**src/sv/sobg_pkg.sv**
```systemverilog
package sobg_pkg;

  localparam int GRAD_W = 11;
  localparam int MAG_W = 11;
  localparam int DIR_W = 13;
  localparam int REG_W = 11;
  localparam int ROW_W = 11;
  localparam int MIN_DIM = 3;
  localparam int HEIGHT_LIMIT = 1024;

  localparam logic [REG_W-1:0] WIDTH_RESET = 11'd640;
  localparam logic [REG_W-1:0] HEIGHT_RESET = 11'd480;

  // register indexes on the write port
  localparam logic REG_IMAGE_WIDTH = 1'b0;
  localparam logic REG_IMAGE_HEIGHT = 1'b1;

  localparam int QUEUE_DEPTH = 4;
  localparam int QPTR_W = $clog2(QUEUE_DEPTH);
  localparam int QCNT_W = $clog2(QUEUE_DEPTH + 1);

  // CORDIC and square root
  localparam int CORDIC_STEPS = 48;
  localparam int STEP_W = $clog2(CORDIC_STEPS);
  localparam int XY_SHIFT = 40;
  localparam int Q_BITS = 56;
  localparam int ANGLE_FRAC_BITS = 10;
  localparam int XY_W = 54;
  localparam int Z_W = 60;
  localparam int SQ_STEPS = 11;
  localparam int SQ_W = 21;
  localparam int ROOT_W = 22;

  typedef struct packed {
    logic signed [GRAD_W-1:0] grad_x;
    logic signed [GRAD_W-1:0] grad_y;
    logic                     last;
  } grad_word_t;

  // atan(2^-sh) in Q56 from the truncated Taylor series
  function automatic logic [63:0] atan_pow2(input int sh);
    logic [63:0] p;
    logic [63:0] sum;
    int k;
    p = 64'd1 << (Q_BITS - sh);
    sum = p;
    for (k = 1; k < 64; k++) begin
      p = (p >> sh) >> sh;
      if (k[0]) sum = sum - p / 64'(2 * k + 1);
      else sum = sum + p / 64'(2 * k + 1);
    end
    return sum;
  endfunction

  // atan(1/3) in Q56, same series
  function automatic logic [63:0] atan_third();
    logic [63:0] p;
    logic [63:0] sum;
    int k;
    p = (64'd1 << Q_BITS) / 64'd3;
    sum = p;
    for (k = 1; k < 64; k++) begin
      p = (p / 64'd3) / 64'd3;
      if (k[0]) sum = sum - p / 64'(2 * k + 1);
      else sum = sum + p / 64'(2 * k + 1);
    end
    return sum;
  endfunction

  function automatic logic [Z_W-1:0] atan_entry(input int i);
    logic [63:0] v;
    if (i == 0) v = atan_pow2(1) + atan_third();
    else v = atan_pow2(i);
    return Z_W'(v);
  endfunction

  localparam logic [Z_W-1:0] PI_Q = Z_W'((atan_pow2(1) + atan_third()) << 2);

endpackage

```
**src/sv/sobg_fifo.sv**
```systemverilog
module sobg_fifo
  import sobg_pkg::*;
(
  input  logic              clk,
  input  logic              rst,
  input  logic              wr,
  input  grad_word_t        wr_word,
  input  logic              rd,
  output grad_word_t        rd_word,
  output logic              empty,
  output logic [QCNT_W-1:0] count
);

  grad_word_t        mem [QUEUE_DEPTH];
  logic [QPTR_W-1:0] wr_ptr;
  logic [QPTR_W-1:0] rd_ptr;

  assign empty = count == '0;
  assign rd_word = mem[rd_ptr];

  always_ff @(posedge clk) begin
    if (wr) mem[wr_ptr] <= wr_word;
  end

  always_ff @(posedge clk) begin
    if (rst) begin
      wr_ptr <= '0;
      rd_ptr <= '0;
      count <= '0;
    end else begin
      if (wr) wr_ptr <= wr_ptr + QPTR_W'(1);
      if (rd) rd_ptr <= rd_ptr + QPTR_W'(1);
      if (wr && !rd) count <= count + QCNT_W'(1);
      else if (rd && !wr) count <= count - QCNT_W'(1);
    end
  end

`ifndef SYNTHESIS
  a_no_overflow: assert property (@(posedge clk) disable iff (rst)
    (wr && !rd) |-> (count < QCNT_W'(QUEUE_DEPTH)))
    else $error("queue overflow");
  a_no_underflow: assert property (@(posedge clk) disable iff (rst)
    rd |-> !empty)
    else $error("queue underflow");
`endif

endmodule

```
**config.mk**
```make
export PLATFORM = sky130hd
export DESIGN_NAME = sobg_fifo
export DESIGN_NICKNAME = d
export VERILOG_FILES = /design/src/sv/sobg_pkg.sv /design/src/sv/sobg_fifo.sv
export SDC_FILE = /design/constraint.sdc
export NUM_CORES = 1
export LEC_CHECK = 0
export ABC_AREA = 1
export BUFFER_PORTS_ARGS = -buffer_cell sky130_fd_sc_hd__buf_2
export CELL_PAD_IN_SITES_DETAIL_PLACEMENT = 2
export CELL_PAD_IN_SITES_GLOBAL_PLACEMENT = 2
export CORE_ASPECT_RATIO = 1.1
export CORE_MARGIN = 8
export CORE_UTILIZATION = 42
export CTS_BUF_LIST = sky130_fd_sc_hd__clkbuf_4 sky130_fd_sc_hd__clkbuf_8
export DETAILED_ROUTE_END_ITERATION = 8
export PLACE_DENSITY_LB_ADDON = 0.1
export SETUP_SLACK_MARGIN = 0.15
export SLEW_MARGIN = 25
export SYNTH_ARGS = -nofsm -noshare
export SYNTH_HDL_FRONTEND = slang
export SYNTH_SLANG_ARGS = --single-unit
```
**constraint.sdc**
```tcl
create_clock -name clk -period 2.25 [get_ports clk]
set_clock_uncertainty 0.15 [all_clocks]
set_input_delay 0.225 -clock clk [delete_from_list [all_inputs] [get_ports clk]]
set_output_delay 0.225 -clock clk [all_outputs]
set_load 0.1 [all_outputs]
```
==> results.md <==
* Max Fanout on Critical Path at 14
* Endpoints failing setup at 0
* Port bufs at 53
* N_diodes at 0
* Critical path class: flop to output port
* Vias per cell at between 5 and 6
* Worst Setup End Kind: output port
* TritonCTS sink count at slightly above 100
* Yosys Warn Count at 0
* Highest ir drop seen on vdd at between 0.4 and 0.5 mV
* Setup repair after global routing missed its margin: true
* Count of antenna-violating nets left after detailed routing at 0
* Actual transition at the worst max-transition pin at between 0.4 and 0.5 ns
* Run status: finished, final reports clean
* Wire length after detailed routing at about 10000 um
* HP Class: input pin to flop
* Number of antenna violations at the first check in global routing at 0
* Initial Utilization at 0.427
* TritonCTS clock tree: built
* Placed cells at between 400 and 500
* Count of nets after finishing at slightly above 400
* Number of max-cap violations at 0
* Maximum number of pins on one net before global-route repair at 47
* Portion of the clock cycle consumed by the worst path in the final layout at 0.897
* Skew-Pair Late Insertion Delay at roughly 0.35 ns
* Post-Layout Cell Count at between 400 and 500
* Highest clock frequency the design can meet at roughly 500 MHz
* Violation count after the first detailed-route iteration at 85
* Standby leakage power at ~1.9 nW
* Net Count, Synth at 312
* Grt ovf at 0
* Most common cell after layout, fill and taps aside: sky130_fd_sc_hd__edfxtp_1
* Vias in the first global route at approximately 3000
* Largest area contributor in the netlist: sky130_fd_sc_hd__edfxtp_1
* Root buf cell: sky130_fd_sc_hd__clkbuf_8
* Worst EP arrival at approximately 1.6 ns
* Die Outline Area at around 13000 um^2
* Number of slew-limit violations in the final report at 0
* Share of synthesized area occupied by flip-flops and latches at 0.704
* Core area at 9790 um^2
* Number of register bits inferred by synthesis at slightly above 100
* Placed Instance Area at between 4000 and 5000 um^2
* DR WL/cell at between 20 and 25 um
* Clock edge transition at the registers on the reported setup and hold paths at ~0.09 ns
* Total CTS buffers at 9
* Highest-count cells in the layout ignoring fill and taps: 92 x sky130_fd_sc_hd__edfxtp_1, 34 x sky130_fd_sc_hd__o21ai_0, 30 x sky130_fd_sc_hd__buf_2, 29 x sky130_fd_sc_hd__nor2_1, 28 x sky130_fd_sc_hd__buf_4
* CTS H-Tree Depth at 3
* Power density over the cells at a little under 900 nW/um^2
* Top-area cell type share of the netlist area at 0.661
* Total standard cell area after synthesis at around 4200 um^2
* Synthesized instance count at ~280
* WP data required at about 1.9 ns
* DRC violations left at 0
* I/O pins at 54
* Via count at around 2600
* Top cells by area, synth: sky130_fd_sc_hd__edfxtp_1 66%, sky130_fd_sc_hd__o22ai_2 4.8%, sky130_fd_sc_hd__dfxtp_1 4.3%
* Length of the first detailed-routing pass in iterations at 4
* Slew margin rel. at 0.676
* GRT Resource Usage Total at 0.154
* First-pass GRT wire length at about 16000 um
* Type of origin of the critical path: flop
* Placed wire-length estimate at approximately 6400 um
* Count of different cell masters after synthesis at 27
* Synthesized area per cell at 15.0 um^2
* Final hold violations at 0
* Area growth, synth to finish at 24.7%
* Die W at 111 um
* Die Span Y at roughly 120 um
* Cell row count at 38
* Weighted congestion at the end of routability-driven global placement at 0.691
* Max clock buf depth at 2
* Share of layout cells above drive strength 1 at 0.410
* Final Power at between 4 and 5 mW
* Final critical-path required period at a little over 2 ns
* Post-Layout Inst Area at 5210 um^2
==> final timing paths <==
path	from	end	slack (ns)	depth (start not counted)
worst max register to register	wr_ptr[0]$_SDFFE_PP0P_	mem[3][16]$_DFFE_PP_	0.67	4
worst min-delay path	wr	wr_ptr[0]$_SDFFE_PP0P_	0.03	3
worst min register to register	rd_ptr[1]$_SDFFE_PP0P_	flop	0.33	1
worst max-delay path	flop	rd_word[5]	0.23	4
==> kinds of logic (layout without fill, tap and decap cells) <==
group / after synthesis / after routing / share of synthesized area
adder cells (fa/ha/maj): 6 / 6 / 0.0198
AND/OR/NAND/NOR: 64 / 64 / 0.0796
XOR/XNOR: 1 / 1 / 0.00210
flip-flops: 101 / 101 / 0.704
AO/OA/AOI/OAI: 77 / 77 / 0.138
buffers and inverters: 30 / 127 / 0.0563
==> report_power, final <==
| group | switching [mW] | total [mW] | internal, mW | leakage, nW |
|---|---|---|---|---|
| Combinational | 0.817 | 1.10 | 0.282 | 0.901 |
| Sequential | 0.0443 | 2.18 | 2.14 | 0.920 |
| Clock | 0.622 | 1.26 | 0.638 | 0.104 |
==> state kept, by name, indices dropped and copies added (netlist names), named ones only <==
name and cells:
count 3, mem 92, rd_ptr 2, wr_ptr 2
==> what timing repair did <==
action | in CTS | in global routing
endpoints found under the setup margin | 23 | 21
hold buffers | 24 | 0
resized for setup | 29 | 13
buffers inserted | 0 | 2
hold endpoints to repair | 93 | 0
==> cell usage after synthesis <==
cell type,instances
sky130_fd_sc_hd__edfxtp_1,92
sky130_fd_sc_hd__o21ai_0,34
sky130_fd_sc_hd__nor2_1,29
sky130_fd_sc_hd__nor2_2,17
sky130_fd_sc_hd__o21ai_2,17
sky130_fd_sc_hd__o22ai_2,16
sky130_fd_sc_hd__inv_1,13
sky130_fd_sc_hd__dfxtp_1,9
sky130_fd_sc_hd__nand2_1,9
sky130_fd_sc_hd__o22ai_1,7
sky130_fd_sc_hd__nor2_4,6
sky130_fd_sc_hd__ha_1,5
sky130_fd_sc_hd__buf_12,4
sky130_fd_sc_hd__a21oi_1,3
sky130_fd_sc_hd__clkbuf_4,3
sky130_fd_sc_hd__inv_2,3
sky130_fd_sc_hd__buf_2,2
sky130_fd_sc_hd__buf_4,1
sky130_fd_sc_hd__buf_6,1
sky130_fd_sc_hd__buf_8,1
sky130_fd_sc_hd__dlymetal6s2s_1,1
sky130_fd_sc_hd__fa_1,1
sky130_fd_sc_hd__inv_12,1
sky130_fd_sc_hd__nand3_1,1
sky130_fd_sc_hd__nand4_1,1
sky130_fd_sc_hd__nor3_1,1
sky130_fd_sc_hd__xor2_1,1
==> critical path: stages, from the launching register on <==
cell,delay [ns]
sky130_fd_sc_hd__dfxtp_1,0.40
sky130_fd_sc_hd__buf_4,0.24
sky130_fd_sc_hd__o21ai_0,0.16
sky130_fd_sc_hd__o22ai_2,0.18
sky130_fd_sc_hd__buf_4,0.31
==> final cells by class <==
type	count	area, um^2
repair buffers	94	767
well taps	120	150
fillers	930	4580
clock inverters	6	87.6
clock buffers	10	131
flip-flops and latches	101	2950
inverters	17	80.1
multi-input cells	148	1050
==> metrics by stage <==
stage / setup slack (ns) / TNS [ns] / hold slack, ns / util
2_1_floorplan: -0.168 / -0.168 / 0.147 / -
3_3_place_gp: 0.327 / 0 / 0.250 / 0.471
3_5_place_dp: 0.269 / 0 / 0.259 / 0.471
4_1_cts: 0.104 / 0 / 0.00895 / 0.526
5_1_grt: 0.137 / 0 / 0.0188 / 0.532
6_report: 0.231 / 0 / 0.0314 / 0.532
==> per-layer routing <==
metal,vias up,routed length [um],GRT usage
met5,-,0,0
met4,0,136,0.0450
met3,10,309,0.0342
met2,40,5630,0.295
met1,1315,3950,0.165
li1,1195,-,-
Note: power is estimated with default switching activity, not from simulation.
