File: src/sv/sobg_pkg.sv
package sobg_pkg;

  localparam int GRAD_W = 11;
  localparam int MAG_W = 11;
  localparam int DIR_W = 13;
  localparam int REG_W = 11;
  localparam int ROW_W = 11;
  localparam int MIN_DIM = 3;
  localparam int HEIGHT_LIMIT = 1024;

  localparam logic [REG_W-1:0] WIDTH_RESET = 11'd640;
  localparam logic [REG_W-1:0] HEIGHT_RESET = 11'd480;

  // register indexes on the write port
  localparam logic REG_IMAGE_WIDTH = 1'b0;
  localparam logic REG_IMAGE_HEIGHT = 1'b1;

  localparam int QUEUE_DEPTH = 4;
  localparam int QPTR_W = $clog2(QUEUE_DEPTH);
  localparam int QCNT_W = $clog2(QUEUE_DEPTH + 1);

  // CORDIC and square root
  localparam int CORDIC_STEPS = 48;
  localparam int STEP_W = $clog2(CORDIC_STEPS);
  localparam int XY_SHIFT = 40;
  localparam int Q_BITS = 56;
  localparam int ANGLE_FRAC_BITS = 10;
  localparam int XY_W = 54;
  localparam int Z_W = 60;
  localparam int SQ_STEPS = 11;
  localparam int SQ_W = 21;
  localparam int ROOT_W = 22;

  typedef struct packed {
    logic signed [GRAD_W-1:0] grad_x;
    logic signed [GRAD_W-1:0] grad_y;
    logic                     last;
  } grad_word_t;

  // atan(2^-sh) in Q56 from the truncated Taylor series
  function automatic logic [63:0] atan_pow2(input int sh);
    logic [63:0] p;
    logic [63:0] sum;
    int k;
    p = 64'd1 << (Q_BITS - sh);
    sum = p;
    for (k = 1; k < 64; k++) begin
      p = (p >> sh) >> sh;
      if (k[0]) sum = sum - p / 64'(2 * k + 1);
      else sum = sum + p / 64'(2 * k + 1);
    end
    return sum;
  endfunction

  // atan(1/3) in Q56, same series
  function automatic logic [63:0] atan_third();
    logic [63:0] p;
    logic [63:0] sum;
    int k;
    p = (64'd1 << Q_BITS) / 64'd3;
    sum = p;
    for (k = 1; k < 64; k++) begin
      p = (p / 64'd3) / 64'd3;
      if (k[0]) sum = sum - p / 64'(2 * k + 1);
      else sum = sum + p / 64'(2 * k + 1);
    end
    return sum;
  endfunction

  function automatic logic [Z_W-1:0] atan_entry(input int i);
    logic [63:0] v;
    if (i == 0) v = atan_pow2(1) + atan_third();
    else v = atan_pow2(i);
    return Z_W'(v);
  endfunction

  localparam logic [Z_W-1:0] PI_Q = Z_W'((atan_pow2(1) + atan_third()) << 2);

endpackage

File: src/sv/sobg_back.sv
module sobg_back
  import sobg_pkg::*;
(
  input  logic                     clk,
  input  logic                     rst,
  input  logic                     q_empty,
  input  grad_word_t               q_word,
  output logic                     q_pop,
  output logic                     empty,
  input  logic                     pop,
  output logic signed [GRAD_W-1:0] grad_x,
  output logic signed [GRAD_W-1:0] grad_y,
  output logic [MAG_W-1:0]         magnitude,
  output logic signed [DIR_W-1:0]  direction,
  output logic                     last_of_frame
);

  localparam logic [1:0] ST_IDLE = 2'd0;
  localparam logic [1:0] ST_RUN = 2'd1;
  localparam logic [1:0] ST_FIN = 2'd2;

  logic [1:0]               state;
  logic [STEP_W-1:0]        step;
  logic                     out_valid;
  grad_word_t               cur;
  logic                     zero;
  logic signed [XY_W-1:0]   x;
  logic signed [XY_W-1:0]   y;
  logic signed [Z_W-1:0]    z;
  logic [SQ_W-1:0]          sq_rem;
  logic [ROOT_W-1:0]        sq_root;
  logic signed [Z_W-1:0]    atan_tab [CORDIC_STEPS];

  logic signed [XY_W-1:0]   gxe;
  logic signed [XY_W-1:0]   gye;
  logic signed [2*GRAD_W-1:0] sq_x;
  logic signed [2*GRAD_W-1:0] sq_y;
  logic [2*GRAD_W:0]        sq_sum;
  logic signed [XY_W-1:0]   xd;
  logic signed [XY_W-1:0]   yd;
  logic                     y_pos;
  logic [ROOT_W-1:0]        sq_bit;
  logic [ROOT_W-1:0]        sq_trial;
  logic [Z_W-1:0]           zmag;
  logic [Z_W-1:0]           zrnd;
  logic [Z_W-1:0]           zlim;
  logic [Z_W-1:0]           zsat;
  logic                     zneg;
  logic [MAG_W-1:0]         root_n;
  logic                     fin_go;

  for (genvar g = 0; g < CORDIC_STEPS; g++) begin : g_tab
    assign atan_tab[g] = atan_entry(g);
  end

  assign q_pop = (state == ST_IDLE) && !q_empty;
  assign fin_go = (state == ST_FIN) && (!out_valid || pop);
  assign empty = !out_valid;

  always_comb begin
    gxe = XY_W'(q_word.grad_x) <<< XY_SHIFT;
    gye = XY_W'(q_word.grad_y) <<< XY_SHIFT;
    sq_x = q_word.grad_x * q_word.grad_x;
    sq_y = q_word.grad_y * q_word.grad_y;
    sq_sum = (2 * GRAD_W + 1)'($unsigned(sq_x)) + (2 * GRAD_W + 1)'($unsigned(sq_y));
  end

  // one CORDIC rotation and one square-root trial; y shift truncates toward zero, x stays non-negative
  always_comb begin
    y_pos = !y[XY_W-1] && (y != '0);
    xd = x >>> step;
    if (y[XY_W-1]) yd = -((-y) >>> step);
    else yd = y >>> step;
    sq_bit = ROOT_W'(1) << (5'(2 * (SQ_STEPS - 1)) - {step[3:0], 1'b0});
    sq_trial = sq_root + sq_bit;
  end

  always_comb begin
    zneg = z[Z_W-1];
    zmag = zneg ? $unsigned(-z) : $unsigned(z);
    zrnd = (zmag + (Z_W'(1) << (Q_BITS - 1 - ANGLE_FRAC_BITS))) >> (Q_BITS - ANGLE_FRAC_BITS);
    zlim = zneg ? Z_W'(1 << (DIR_W - 1)) : Z_W'((1 << (DIR_W - 1)) - 1);
    zsat = (zrnd > zlim) ? zlim : zrnd;
    root_n = sq_root[MAG_W-1:0];
  end

  always_ff @(posedge clk) begin
    if (rst) begin
      state <= ST_IDLE;
      step <= '0;
    end else begin
      case (state)
        ST_IDLE: begin
          if (!q_empty) begin
            state <= ST_RUN;
            step <= '0;
          end
        end
        ST_RUN: begin
          if (step == STEP_W'(CORDIC_STEPS - 1)) state <= ST_FIN;
          else step <= step + STEP_W'(1);
        end
        ST_FIN: begin
          if (fin_go) state <= ST_IDLE;
        end
        default: state <= ST_IDLE;
      endcase
    end
  end

  always_ff @(posedge clk) begin
    if (q_pop) begin
      cur <= q_word;
      zero <= (q_word.grad_x == '0) && (q_word.grad_y == '0);
      sq_rem <= SQ_W'(sq_sum);
      sq_root <= '0;
      if (q_word.grad_x[GRAD_W-1]) begin
        x <= -gxe;
        y <= -gye;
        z <= q_word.grad_y[GRAD_W-1] ? -$signed(PI_Q) : $signed(PI_Q);
      end else begin
        x <= gxe;
        y <= gye;
        z <= '0;
      end
    end else if (state == ST_RUN) begin
      if (y_pos) begin
        x <= x + yd;
        y <= y - xd;
        z <= z + atan_tab[step];
      end else begin
        x <= x - yd;
        y <= y + xd;
        z <= z - atan_tab[step];
      end
      if (step < STEP_W'(SQ_STEPS)) begin
        if (ROOT_W'(sq_rem) >= sq_trial) begin
          sq_rem <= SQ_W'(ROOT_W'(sq_rem) - sq_trial);
          sq_root <= (sq_root >> 1) + sq_bit;
        end else begin
          sq_root <= sq_root >> 1;
        end
      end
    end
  end

  always_ff @(posedge clk) begin
    if (rst) out_valid <= 1'b0;
    else if (fin_go) out_valid <= 1'b1;
    else if (pop) out_valid <= 1'b0;
  end

  always_ff @(posedge clk) begin
    if (fin_go) begin
      grad_x <= cur.grad_x;
      grad_y <= cur.grad_y;
      last_of_frame <= cur.last;
      // round to nearest: bump when the remainder passes the root
      magnitude <= (ROOT_W'(sq_rem) > ROOT_W'(root_n)) ? root_n + MAG_W'(1) : root_n;
      if (zero) direction <= '0;
      else if (zneg) direction <= -$signed(DIR_W'(zsat));
      else direction <= $signed(DIR_W'(zsat));
    end
  end

`ifndef SYNTHESIS
  a_step_range: assert property (@(posedge clk) disable iff (rst)
    (state == ST_RUN) |-> (step < STEP_W'(CORDIC_STEPS)))
    else $error("cordic step out of range");
  a_fin_hold: assert property (@(posedge clk) disable iff (rst)
    (state == ST_FIN && out_valid && !pop) |=> (state == ST_FIN))
    else $error("result dropped while output busy");
`endif

endmodule
File: config.mk
export PLATFORM = sky130hd
export DESIGN_NAME = sobg_back
export DESIGN_NICKNAME = d
export VERILOG_FILES = /design/src/sv/sobg_pkg.sv /design/src/sv/sobg_back.sv
export SDC_FILE = /design/constraint.sdc
export NUM_CORES = 2
export LEC_CHECK = 0
export ABC_AREA = 1
export BUFFER_PORTS_ARGS = -buffer_cell sky130_fd_sc_hd__buf_2
export CORE_MARGIN = 2
export CORE_UTILIZATION = 50
export DETAILED_ROUTE_END_ITERATION = 12
export GPL_ROUTABILITY_DRIVEN = 0
export PLACE_DENSITY = 0.66
export SLEW_MARGIN = 20
export SYNTH_ARGS = -nofsm -noshare
export SYNTH_HDL_FRONTEND = slang
export SYNTH_SLANG_ARGS = --single-unit
File: constraint.sdc
create_clock -name clk -period 13.5 [get_ports clk]
set_clock_uncertainty 0.05 [all_clocks]
set_input_delay 1.35 -clock clk [delete_from_list [all_inputs] [get_ports clk]]
set_output_delay 1.35 -clock clk [all_outputs]
set_load 0.03 [all_outputs]
==> impl_metrics.tcl <==
set metrics [dict create \
    status "finished, final reports clean" \
    drt_first_pass_iters 9 \
    root_buffer "clkbuf_16" \
    netlist_top_cells_area "edfxtp_1 15%, nand2_1 14%, fa_1 8.9%, ha_1 8.6%, inv_1 8.3%" \
    post_cts_buffers 0 \
    first_iter_violations 5899 \
    cts_buffers 38 \
    top_layer_used "met4" \
    clk_path_buf_depth 3 \
    grt.overflow.total 0 \
    nets 8462 \
    drc 0 \
    layout_worst_path_cycle_share_pct 67.6 \
    end_kind "flip-flop" \
    critPathMaxFanout 102 \
    ant_nets 0 \
    synth_area_leader_cell "edfxtp_1" \
    cp_slowest_cell "buf_4" \
    drv_slew 0 \
    clk_pin_slew_worst_paths_ns 0.07 \
    tightest_slew_ns 1.14 \
    synth_ff_type "edfxtp_1" \
    grt_pass1_vias 51300 \
    max_slew_margin_pct 23.7 \
    tns_ns 0 \
    grt_usage_pct 33.9 \
    route.vias.total 54300 \
    mostFrequentLayoutCells "1921 x nand2_1, 1136 x inv_1, 720 x nand3_1" \
    rsz0062_at_grt "false" \
    max-cap-violations 0 \
    setup_viol 0 \
    ys_ff_latch 291 \
    die_h_um 325 \
    dp_hpwl_um 145000 \
    grt_start_max_net_pins 166 \
    cts_resized 0 \
    wl_per_cell_um 19.9 \
    yosysWarnings 0 \
    synthArstFlopShare_pct 0 \
    dieArea_um2 106000 \
    clk_latency_ns 0.61 \
    cpMostUsedCell "nand2_1" \
    timing.fmax_mhz 110 \
    num_rows 117 \
    synthesis.nets 8607 \
    ys_seq_area_share_pct 16.4 \
    initial_core_util_pct 50.5 \
    critPathLaunchType "flip-flop" \
    drt-met1-wl_um 72800 \
    wl_met2_um 83000 \
    ios 76 \
    cts_hold_buf 0 \
    critPathArrivalTime_ns 9.40 \
    fin_crit_ns 9.13 \
    wirelength_um 184000 \
    worst-setup-path-type "flip-flop to flip-flop" \
    grt_first_pass_wirelength_um 287000 \
    antenna_found_initial 1 \
    hold_viol 0 \
    num_antenna_cells 0 \
    core-area_um2 102000 \
    synth_cell_type_count 70 \
    synth_edf_count 260 \
    avgViaCountPerCell 5.87 \
    cp.required_ns 13.78 \
    avgSynthCellArea_um2 6.44 \
    netlist_area_um2 51500 \
    layout-drive-gt1-share_pct 5.67 \
    met3WireLength_um 15400 \
    clkSinkCount 291 \
    final_common_cell "nand2_1" \
    fp.dieW_um 325 \
    fillCellCount 10400 \
    multi_input_area_um2 37400 \
    syn_to_final_growth_pct 4.70 \
    port_buffers 75 \
    hold_path.class "flip-flop to flip-flop" \
    cts_tree "done" \
    netlist_instances 7998 \
    synth_top_area_share_pct 15.2 \
    h-tree-depth 2 \
    max_stage_delay_ns 0.68 \
    seq_area_um2 8450 \
]
## synthesized netlist by cell type (all sizes together) (2+ instances only)
library cell / number
nand3: 755
nand4: 60
a221oi: 10
ha: 352
and3: 3
a21o: 5
o311ai: 4
o22ai: 33
a41oi: 2
o2bb2ai: 2
a22o: 3
buf: 174
o21ai: 678
dfxtp: 31
edfxtp: 260
o21bai: 11
a21oi: 531
mux2i: 91
a22oi: 14
o32ai: 4
and2: 12
inv: 1161
or2: 18
clkinv: 9
o41ai: 2
nor3: 76
xor2: 194
nor4: 19
o221ai: 28
a31oi: 60
o221a: 9
clkbuf: 130
a21boi: 15
o21a: 49
nand3b: 16
o211ai: 25
o31ai: 19
a2111oi: 5
o2111ai: 8
xnor2: 114
a211oi: 12
fa: 230
nand2: 1980
nor2: 779
## path summary, 6_finish.rpt
kind | startpoint | end | slack, ns | depth (start not counted)
min reg2reg | cur[6] | grad_y[5] | 0.36 | 0
max | step[1] | x[44] | 4.37 | 41
max reg2reg | step[1] | x[44] | 4.37 | 41
min | cur[6] | grad_y[5] | 0.36 | 0
## worst max-delay path, delay by kind of cell, from the launching register on
kind	cells	cell delay, ns
buffers and inverters	6	1.71
AO/OA/AOI/OAI	17	3.78
AND/OR/NAND/NOR	15	1.91
flip-flops	1	0.51
XOR/XNOR	1	0.16
adder cells (fa/ha/maj)	2	0.58
## cells by family after synthesis
kind of cell / count (synthesis) / share of synthesized area (%)
and+or+nand+nor: 3719 / 31.4
AOI/OAI and AO/OA: 1533 / 16.6
buffers and inverters: 1474 / 11.2
adders and majority gates: 582 / 17.5
xor gates and xnor gates: 308 / 5.24
DFF: 291 / 16.4
muxes: 91 / 1.77
## cell type report
cell class / count / share of cell area [%]
inverters: 1170 / 8.17
repair buffers: 119 / 1.35
clock inverters: 25 / 0.473
clock buffers: 45 / 1.85
well taps: 1368 / 3.17
multi-input cells: 6233 / 69.3
flip-flops and latches: 291 / 15.7
## sequential cells by signal (all words and copies together), names as in the netlist
signal,flops
cur,23
direction,13
grad_x,11
grad_y,11
last_of_frame,1
magnitude,11
out_valid,1
sq_rem,21
sq_root,22
state,2
step,6
x,54
y,54
z,60
zero,1
## stage by stage
step | hold WS, ns | instance area (um2) | util [%] | setup slack [ns] | cells
finish | 0.360 | 53900 | 52.8 | 4.37 | 9251
global route | 0.372 | 53900 | 52.8 | 3.76 | 9251
CTS | 0.363 | 53900 | 52.8 | 4.68 | 9250
detailed placement | 0.355 | 52700 | 51.6 | 4.70 | 9180
global placement | 0.352 | 52700 | 51.6 | 4.83 | 9180
floorplan | 0.350 | 51500 | - | 5.41 | 7998
## metal layers
| layer | GRT usage [%] | vias up |
|---|---|---|
| li1 | - | 26000 |
| met1 | 42.9 | 24900 |
| met2 | 55.6 | 2684 |
| met3 | 4.63 | 684 |
| met4 | 19.6 | 0 |
| met5 | 0 | - |
Power is left out: the tool's default activity adds up to more than one toggle a clock period on the data nets, which glitch-free logic cannot reach.
